File: config.mk
export PLATFORM = sky130hd
export DESIGN_NAME = julian_to_gregorian_date
export DESIGN_NICKNAME = d
export VERILOG_FILES = /design/src/hdl/j2g_pkg.sv /design/src/hdl/julian_to_gregorian_date.sv
export VERILOG_INCLUDE_DIRS = /design/src /design/src/hdl
export SDC_FILE = /design/constraint.sdc
export NUM_CORES = 2
export LEC_CHECK = 0
export ABC_AREA = 0
export BUFFER_PORTS_ARGS = -buffer_cell sky130_fd_sc_hd__buf_2
export CORE_UTILIZATION = 62
export CTS_CLUSTER_DIAMETER = 60
export DETAILED_ROUTE_END_ITERATION = 6
export PLACE_DENSITY = 0.9
export SLEW_MARGIN = 20
export SYNTH_ARGS = -nofsm -noshare
export SYNTH_HDL_FRONTEND = slang
export SYNTH_SLANG_ARGS = --single-unit
File: constraint.sdc
create_clock -name clk -period 8 [get_ports clk]
set_clock_uncertainty 0.15 [all_clocks]
set_input_delay 0 -clock clk [delete_from_list [all_inputs] [get_ports clk]]
set_output_delay 0 -clock clk [all_outputs]
set_load 0.02 [all_outputs]
File: src/hdl/julian_to_gregorian_date_macros.svh
// assertion helpers for the julian to gregorian date converter
`ifndef JULIAN_TO_GREGORIAN_DATE_MACROS_SVH
`define JULIAN_TO_GREGORIAN_DATE_MACROS_SVH

`ifndef SYNTHESIS
// checked out of reset only
`define J2G_ASSERT(lbl, prop) \
  lbl: assert property (@(posedge clk) disable iff (!rst_n) prop) \
    else $error("j2g: assertion failed");
// checked on every edge, reset included
`define J2G_ASSERT_ALWAYS(lbl, prop) \
  lbl: assert property (@(posedge clk) prop) \
    else $error("j2g: assertion failed");
`else
`define J2G_ASSERT(lbl, prop)
`define J2G_ASSERT_ALWAYS(lbl, prop)
`endif

`endif

File: src/hdl/j2g_pkg.sv
package j2g_pkg;

  // field widths
  localparam int unsigned YEAR_W  = 14;
  localparam int unsigned MONTH_W = 4;
  localparam int unsigned DAY_W   = 5;
  localparam int unsigned KEY_W   = YEAR_W + MONTH_W + DAY_W;
  localparam int unsigned DATA_W  = 24;

  // pipeline depth
  localparam int unsigned NUM_STAGES = 10;

  typedef logic [YEAR_W-1:0]  year_t;
  typedef logic [MONTH_W-1:0] month_t;
  typedef logic [DAY_W-1:0]   day_t;
  typedef logic [KEY_W-1:0]   key_t;

  // days per four centuries and per four years, with fixed-point reciprocals
  // (2^32 / 146097 and 2^28 / 1461, rounded down)
  localparam logic [17:0] D_CENT = 18'd146097;
  localparam logic [14:0] K_CENT = 15'd29398;
  localparam logic [10:0] D_QUAD = 11'd1461;
  localparam logic [17:0] K_QUAD = 18'd183734;

  // months
  localparam month_t M_FEB = 4'd2;
  localparam month_t M_DEC = 4'd12;

  // sortable date key
  function automatic key_t date_key(input year_t y, input month_t m, input day_t d);
    date_key = {y, m, d};
  endfunction

  // accepted window: first and last julian date
  localparam key_t KEY_FIRST = {14'd1582, 4'd10, 5'd4};
  localparam key_t KEY_LAST  = {14'd9999, 4'd12, 5'd30};

  // julian month length, zero for a month that does not exist
  function automatic day_t jul_month_len(input month_t m, input logic leap);
    day_t len;
    len = '0;
    unique case (m) inside
      4'd1, 4'd3, 4'd5, 4'd7, 4'd8, 4'd10, 4'd12: len = 5'd31;
      4'd4, 4'd6, 4'd9, 4'd11:                    len = 5'd30;
      M_FEB:                                      len = leap ? 5'd29 : 5'd28;
      default:                                    len = '0;
    endcase
    jul_month_len = len;
  endfunction

  // days from march 1 to the start of a march-based month (0 = march)
  function automatic logic [8:0] month_start(input month_t mm);
    logic [8:0] s;
    s = '0;
    unique case (mm)
      4'd0:    s = 9'd0;
      4'd1:    s = 9'd31;
      4'd2:    s = 9'd61;
      4'd3:    s = 9'd92;
      4'd4:    s = 9'd122;
      4'd5:    s = 9'd153;
      4'd6:    s = 9'd184;
      4'd7:    s = 9'd214;
      4'd8:    s = 9'd245;
      4'd9:    s = 9'd275;
      4'd10:   s = 9'd306;
      4'd11:   s = 9'd337;
      default: s = '0;
    endcase
    month_start = s;
  endfunction

endpackage

File: src/hdl/julian_to_gregorian_date.sv
// Converts a Julian calendar date to the Gregorian date of the same day, with Julian
// 1582-10-04 paired to Gregorian 1582-10-15. Only dates valid in the Julian calendar
// from 1582-10-04 to 9999-12-30 produce an output transaction; any other input
// transaction is consumed and dropped. The converter takes one date per clock unless
// every stage is full and the output is stalled. A date passes through the stage
// registers p0 to p9 in order, and p9 drives the output transaction. The depth
// of 10 stages comes from the day-number arithmetic: the day count is split into
// centuries and then into four-year blocks, each by a reciprocal multiply, a multiply
// back and a one-step correction, every multiply in a stage of its own. A stage holds
// its item while the next is full and stalled, so bubbles close up under backpressure.
module julian_to_gregorian_date (
  input  logic        clk,
  input  logic        rst_n,
  input  logic        in_tvalid,
  output logic        in_tready,
  input  logic [23:0] in_tdata,   // jul_year[13:0], jul_month[17:14], jul_day[22:18], 0
  output logic        out_tvalid,
  input  logic        out_tready,
  output logic [23:0] out_tdata   // greg_year[13:0], greg_month[17:14], greg_day[22:18], 0
);

  localparam int unsigned NS = j2g_pkg::NUM_STAGES;

  // stage valid bits and advance enables
  logic [NS-1:0] v_r;
  logic [NS-1:0] v_nxt;
  logic [NS-1:0] adv;

  // input fields
  j2g_pkg::year_t  in_year;
  j2g_pkg::month_t in_month;
  j2g_pkg::day_t   in_day;

  assign in_year  = in_tdata[13:0];
  assign in_month = in_tdata[17:14];
  assign in_day   = in_tdata[22:18];

  // stage registers
  logic [13:0] p0_ym_r;
  logic [8:0]  p0_ofs_r;
  logic [23:0] p1_n_r;
  logic [23:0] p2_n_r;
  logic [6:0]  p2_q_r;
  logic [23:0] p3_n_r;
  logic [6:0]  p3_q_r;
  logic [24:0] p3_x_r;
  logic [6:0]  p4_b_r;
  logic [15:0] p4_c_r;
  logic [6:0]  p5_b_r;
  logic [15:0] p5_c_r;
  logic [6:0]  p5_dd_r;
  logic [6:0]  p6_b_r;
  logic [15:0] p6_c_r;
  logic [6:0]  p6_dd_r;
  logic [17:0] p6_x_r;
  logic [6:0]  p7_b_r;
  logic [6:0]  p7_dd_r;
  logic [8:0]  p7_e_r;
  logic [13:0] p8_yp_r;
  logic [8:0]  p8_e_r;
  logic [3:0]  p8_gm_r;
  j2g_pkg::year_t  p9_year_r;
  j2g_pkg::month_t p9_month_r;
  j2g_pkg::day_t   p9_day_r;

  // next values
  logic [13:0] p0_ym_nxt;
  logic [8:0]  p0_ofs_nxt;
  logic        p0_ok;
  logic [23:0] p1_n_nxt;
  logic [6:0]  p2_q_nxt;
  logic [24:0] p3_x_nxt;
  logic [6:0]  p4_b_nxt;
  logic [15:0] p4_c_nxt;
  logic [6:0]  p5_dd_nxt;
  logic [17:0] p6_x_nxt;
  logic [6:0]  p7_dd_nxt;
  logic [8:0]  p7_e_nxt;
  logic [13:0] p8_yp_nxt;
  logic [3:0]  p8_gm_nxt;
  j2g_pkg::year_t  p9_year_nxt;
  j2g_pkg::month_t p9_month_nxt;
  j2g_pkg::day_t   p9_day_nxt;

  // flow control: a stage moves when it is empty or its successor moves
  always_comb begin
    adv[NS-1] = !v_r[NS-1] || out_tready;
    for (int k = NS - 2; k >= 0; k--) begin
      adv[k] = !v_r[k] || adv[k+1];
    end
  end

  assign in_tready = adv[0];

  always_comb begin
    v_nxt[0] = adv[0] ? (in_tvalid && p0_ok) : v_r[0];
    for (int k = 1; k < NS; k++) begin
      v_nxt[k] = adv[k] ? v_r[k-1] : v_r[k];
    end
  end

  always_ff @(posedge clk) begin
    if (!rst_n) begin
      v_r <= '0;
    end else begin
      v_r <= v_nxt;
    end
  end

  // stage 0: validity check, march-based year and day offset within the year
  always_comb begin
    logic   early;
    j2g_pkg::month_t mm;
    j2g_pkg::day_t mlen;
    j2g_pkg::key_t key;
    early = (in_month <= j2g_pkg::M_FEB);
    mlen  = j2g_pkg::jul_month_len(in_month, in_year[1:0] == 2'b00);
    key   = j2g_pkg::date_key(in_year, in_month, in_day);
    p0_ok = (in_month != '0) && (in_month <= j2g_pkg::M_DEC) &&
            (in_day != '0) && (in_day <= mlen) &&
            (key >= j2g_pkg::KEY_FIRST) && (key <= j2g_pkg::KEY_LAST);
    mm         = early ? in_month + 4'd9 : in_month - 4'd3;
    p0_ym_nxt  = in_year - 14'(early);
    p0_ofs_nxt = j2g_pkg::month_start(mm) + 9'(in_day);
  end

  // stage 1: day count from march 1 of year 0 (minus one), scaled to 4a+3
  always_comb begin
    logic [21:0] a;
    a = 22'(p0_ym_r) * 22'd365 + 22'(p0_ym_r[13:2]) + 22'(p0_ofs_r) - 22'd2;
    p1_n_nxt = {a, 2'b11};
  end

  // stage 2: century estimate by reciprocal multiply
  always_comb begin
    logic [38:0] prod;
    prod     = 39'(p1_n_r) * 39'(j2g_pkg::K_CENT);
    p2_q_nxt = prod[38:32];
  end

  // stage 3: multiply the estimate back
  assign p3_x_nxt = 25'(p2_q_r) * 25'(j2g_pkg::D_CENT);

  // stage 4: remainder and one-step correction, day within the century
  always_comb begin
    logic [24:0] r;
    logic [24:0] rc;
    logic        big;
    r        = 25'(p3_n_r) - p3_x_r;
    big      = (r >= 25'(j2g_pkg::D_CENT));
    rc       = big ? r - 25'(j2g_pkg::D_CENT) : r;
    p4_b_nxt = p3_q_r + 7'(big);
    p4_c_nxt = rc[17:2];
  end

  // stage 5: four-year block estimate by reciprocal multiply
  always_comb begin
    logic [35:0] prod;
    prod      = 36'({p4_c_r, 2'b11}) * 36'(j2g_pkg::K_QUAD);
    p5_dd_nxt = prod[34:28];
  end

  // stage 6: multiply the estimate back
  assign p6_x_nxt = 18'(p5_dd_r) * 18'(j2g_pkg::D_QUAD);

  // stage 7: remainder and correction, day within the march-based year
  always_comb begin
    logic [17:0] r;
    logic [17:0] rc;
    logic        big;
    r         = {p6_c_r, 2'b11} - p6_x_r;
    big       = (r >= 18'(j2g_pkg::D_QUAD));
    rc        = big ? r - 18'(j2g_pkg::D_QUAD) : r;
    p7_dd_nxt = p6_dd_r + 7'(big);
    p7_e_nxt  = rc[10:2];
  end

  // stage 8: march-based month by threshold compares, year before the january carry
  always_comb begin
    logic [3:0] gm;
    gm = '0;
    for (int k = 1; k < 12; k++) begin
      gm = gm + 4'(p7_e_r >= j2g_pkg::month_start(4'(k)));
    end
    p8_gm_nxt = gm;
    p8_yp_nxt = 14'(p7_b_r) * 14'd100 + 14'(p7_dd_r);
  end

  // stage 9: calendar month, day and year
  always_comb begin
    logic       late;
    logic [8:0] d9;
    late         = (p8_gm_r >= 4'd10);
    d9           = p8_e_r - j2g_pkg::month_start(p8_gm_r) + 9'd1;
    p9_year_nxt  = p8_yp_r + 14'(late);
    p9_month_nxt = late ? p8_gm_r - 4'd9 : p8_gm_r + 4'd3;
    p9_day_nxt   = d9[4:0];
  end

  // payload registers, loaded when their stage advances
  always_ff @(posedge clk) begin
    if (adv[0]) begin
      p0_ym_r  <= p0_ym_nxt;
      p0_ofs_r <= p0_ofs_nxt;
    end
    if (adv[1]) begin
      p1_n_r <= p1_n_nxt;
    end
    if (adv[2]) begin
      p2_n_r <= p1_n_r;
      p2_q_r <= p2_q_nxt;
    end
    if (adv[3]) begin
      p3_n_r <= p2_n_r;
      p3_q_r <= p2_q_r;
      p3_x_r <= p3_x_nxt;
    end
    if (adv[4]) begin
      p4_b_r <= p4_b_nxt;
      p4_c_r <= p4_c_nxt;
    end
    if (adv[5]) begin
      p5_b_r  <= p4_b_r;
      p5_c_r  <= p4_c_r;
      p5_dd_r <= p5_dd_nxt;
    end
    if (adv[6]) begin
      p6_b_r  <= p5_b_r;
      p6_c_r  <= p5_c_r;
      p6_dd_r <= p5_dd_r;
      p6_x_r  <= p6_x_nxt;
    end
    if (adv[7]) begin
      p7_b_r  <= p6_b_r;
      p7_dd_r <= p7_dd_nxt;
      p7_e_r  <= p7_e_nxt;
    end
    if (adv[8]) begin
      p8_yp_r <= p8_yp_nxt;
      p8_e_r  <= p7_e_r;
      p8_gm_r <= p8_gm_nxt;
    end
    if (adv[9]) begin
      p9_year_r  <= p9_year_nxt;
      p9_month_r <= p9_month_nxt;
      p9_day_r   <= p9_day_nxt;
    end
  end

  // output transaction
  assign out_tvalid = v_r[NS-1];
  assign out_tdata  = {1'b0, p9_day_r, p9_month_r, p9_year_r};

  // checks
  `include "julian_to_gregorian_date_macros.svh"

  `J2G_ASSERT_ALWAYS(a_reset_empties, !rst_n |=> !out_tvalid)
  `J2G_ASSERT(a_hold_first, v_r[0] && !adv[0] |=> v_r[0] && $stable(p0_ym_r))
  `J2G_ASSERT(a_century_rem, v_r[4] |-> p4_c_r <= 16'd36524)
  `J2G_ASSERT(a_year_rem, v_r[7] |-> p7_e_r <= 9'd365)
  `J2G_ASSERT(a_out_range, out_tvalid |-> |p9_month_r && p9_month_r <= j2g_pkg::M_DEC && |p9_day_r)

endmodule
==> summary by stage <==
Run status
The run finished with clean final reports.

Cells and area
The count of nets after finishing is roughly 4,000. The top cell types in the final layout, fill and taps aside, are inv_1, ha_1, fa_1. The library cell used most frequently in the layout, excluding fill and tap cells, is inv_1.

Fill cells in the final layout number 3,260. Compared with the post-synthesis result, the final layout area differs by 8.39%. The share of layout cells above drive strength 1 is 5.08%. The multi-input combinational cells in the finished layout cover a total of 21,100 sq um. The register area is 9070 sq um.

Worst setup path
The worst setup path is launched from a flop. The endpoint type of the worst setup path is a flop. In this run the critical register-to-register path is captured at p2_q_r[6]. The startpoint identified for the worst register-to-register timing path is p1_n_r[2]. For the worst setup path, the data arrival time is 7.21 ns. The required time of the critical path is 8.16 ns. The critical path is of the flop to flop type. In this run the worst path has a maximum fanout of 11.

The register-to-register setup slack is 0.95 ns. The critical path starts at p1_n_r[2]. The cell count of the worst reg-to-reg path is 20.

Synth
The number of synthesized register bits is 307. Of all cell types, the one taking the most synthesized area is edfxtp_1. The synthesized design contains 292 enable-type register cells. For this run, the number of Yosys warnings is 0.

For this run, the register share of the synthesized area comes to between 20 and 30%. The leading register cell type out of synthesis is edfxtp_1. Sorting the synthesized cells by area gives the leading types as edfxtp_1, fa_1, ha_1. The post-synth net total is 3,903. The netlist area before placement is 32,700 sq um. The top-area cell type share of the netlist area is between 20 and 30%. The gate count of the mapped netlist is 2,944. The share of flip-flops with an asynchronous set or reset is 0%. The number of unique standard cell types used by synthesis is between 80 and 90. Each instance of the synthesized netlist takes up on average 11.1 sq um.

STA
Setup repair after global routing left no endpoint under its margin. The worst pin sits at a relative slew slack of 26.3%. The achievable frequency is 0.142 GHz. After layout, the minimum clock period comes to 7.05 ns.

The final hold violation count was 0. The final sum of negative setup slack is 0 ns. Setup violations remaining at the end of the flow were counted as 0.

The transition at the pin with the smallest max-transition slack is 1.10 ns. The worst path uses roughly nine tenths of the clock period. The max-slew violation total from the final report is 0.

Place
The placer's final routability congestion estimate is 0.935. Buffers placed on the I/O ports in this run total between 50 and 60. The wire-length estimate of the detail-placed layout is 55,100 um.

Drt
The first TritonRoute pass finished after 6 iterations. After detailed routing, the number of remaining DRC violations is 0. The highest metal layer carrying signal wires in the routed design is met4. The number of antenna-violating nets in the routed design is 0.

After detailed routing, the total wire length is between 70,000 and 80,000 um. Summing over every cut layer, the via total after detailed routing is 22,751. After detailed routing, the met2 layer carries 40,300 um of wire. The routed length on met3 is 4960 um.

Dividing the detail-routed via count by the number of cells gives 6.03. The routed length per placed instance is 20.7 um. In the final routing, the length of wire on met1 measures 26,900 um. The DRC marker count from the first detailed-route iteration is ~2,000.

Clocking
CTS saw 307 sinks. The clock tree root driver cell is clkbuf_16. The number of buffers added to fix hold violations after cts is 45.

The clock tree synthesis step divided the H-tree into 2 levels. The number of instances resized during post-cts repair is 0. The number of setup buffers added after CTS is 0. TritonCTS built the clock tree. TritonCTS created 36 clock buffers.

Clock latency on the worst-skew pair, taken at its later pin, is 0.58 ns. The number of buffers on the longest clock path is 3. The clock transition at the register clock pins on the worst setup and hold paths after CTS is 0.06 ns.

GRT
The largest net degree at the start of global routing is 52. After global routing the overflow that remains totals 0. The first-pass GRT wire length is 125,000 um. The number of antenna violations at the first check in global routing is 0. The via count of the first global-routing pass came to 24,855. The global-route usage over all layers is 30.0%.

Die
The die is around 230 um wide. The region available for standard cell placement spans roughly 52,000 sq um. The effective utilization at floorplan is 63.3%.

The die is 232 um tall. In this run the core area contains 83 standard-cell rows. The die covers ~54,000 sq um. The number of ports placed on the die boundary is 54.

Hold path
The terminating pin of the worst hold path is v_r[2]. The worst hold path begins at rst_n. The tightest min-delay check is of the input pin to flop type. The count of cells along the worst hold path is 3.

Flow run
The tool flagged a number of max-cap violations equal to 0.
-- worst max-delay path, cell delays in order (launching register included) --
cell and delay, ns:
edfxtp_1 0.62, inv_1 0.20, fa_1 0.62, inv_1 0.10, fa_1 0.51, inv_1 0.06
fa_1 0.51, fa_1 0.55, inv_1 0.07, fa_1 0.59, fa_1 0.44, ha_1 0.23
a21oi_1 0.12, nor2_1 0.06, a2111oi_0 0.36, o21ai_0 0.16, o221a_2 0.29, or4_1 0.45
a311oi_1 0.38, a21oi_1 0.16, xnor2_1 0.15
-- synthesized netlist by cell type (all sizes together) (7+ instances only) --
library cell    n
inv           660
ha            545
fa            386
edfxtp        292
xnor2         116
nor2          108
a21oi         103
nand2          93
o21ai          85
xor2           61
nand3          41
a21o           39
nor3           36
nand2b         27
a31oi          23
o21bai         23
and3           22
o21a           21
or2            19
nor2b          17
a211oi         16
and2           16
clkbuf         16
dfxtp          15
a21boi         11
nand4          11
o31ai          11
or3            10
mux2i           9
a2111oi         8
o211ai          8
a311oi          7
a31o            7
-- per-stage QoR --
step | worst slack [ns] | cell area, sq um | std cells | utilization [%] | hold WS [ns]
after floorplan | 1.56 | 32700 | 2944 | - | 0.0451
after global placement | 1.02 | 33800 | 3659 | 65.3 | 0.196
after detailed placement | 1.03 | 33800 | 3659 | 65.3 | 0.201
after CTS | 0.962 | 35500 | 3769 | 68.6 | 0.189
after global routing | 0.649 | 35500 | 3769 | 68.6 | 0.225
final | 0.949 | 35500 | 3770 | 68.6 | 0.211
-- metal layers --
layer	GRT usage, %	up-vias
met3	5.06	426
li1	-	10046
met5	0	-
met1	32.0	11175
met2	54.3	1104
met4	20.3	0
-- logic make-up after synthesis --
kind of cell | synth area share (%)
muxes | 0.379
buffers and inverters | 7.88
DFF | 27.7
xor gates and xnor gates | 4.74
AOI/OAI and AO/OA | 8.47
other | 0.0115
and+or+nand+nor | 6.35
adders and majority gates | 44.5
-- sequential cells by signal, summed over array words and instances (netlist names), 10 cells and up, named ones only --
name and flops:
p9_year_r 14, p1_n_r 22, p3_x_r 21, p2_n_r 22, p3_n_r 22, p8_yp_r 14
p0_ym_r 14, v_r 10, p5_c_r 16, p4_c_r 16, p6_x_r 16, p6_c_r 16
-- final cells by class --
type                            instances  area share, %
Clock inverter                         20          0.773
Timing Repair Buffer                  102           2.12
Antenna cell                            1        0.00706
Sequential cell                       307           25.6
Tap cell                              680           2.40
Clock buffer                           45           2.69
Multi-Input combinational cell       1954           59.4
Inverter                              661           7.00
-- worst max-delay path by stage --
stage | endpoint | slack, ns | cells after the start
6_report | p2_q_r[6] | 0.95 | 20
5_1_grt | p2_q_r[6] | 0.65 | 20
4_1_cts | p2_q_r[6] | 0.96 | 20
3_5_place_dp | p2_q_r[6] | 1.03 | 20
3_3_place_gp | p2_q_r[6] | 1.02 | 20
2_1_floorplan | p2_q_r[6] | 1.56 | 20
Power is left out: the tool's default activity adds up to more than one toggle a clock period on the data nets, which glitch-free logic cannot reach.
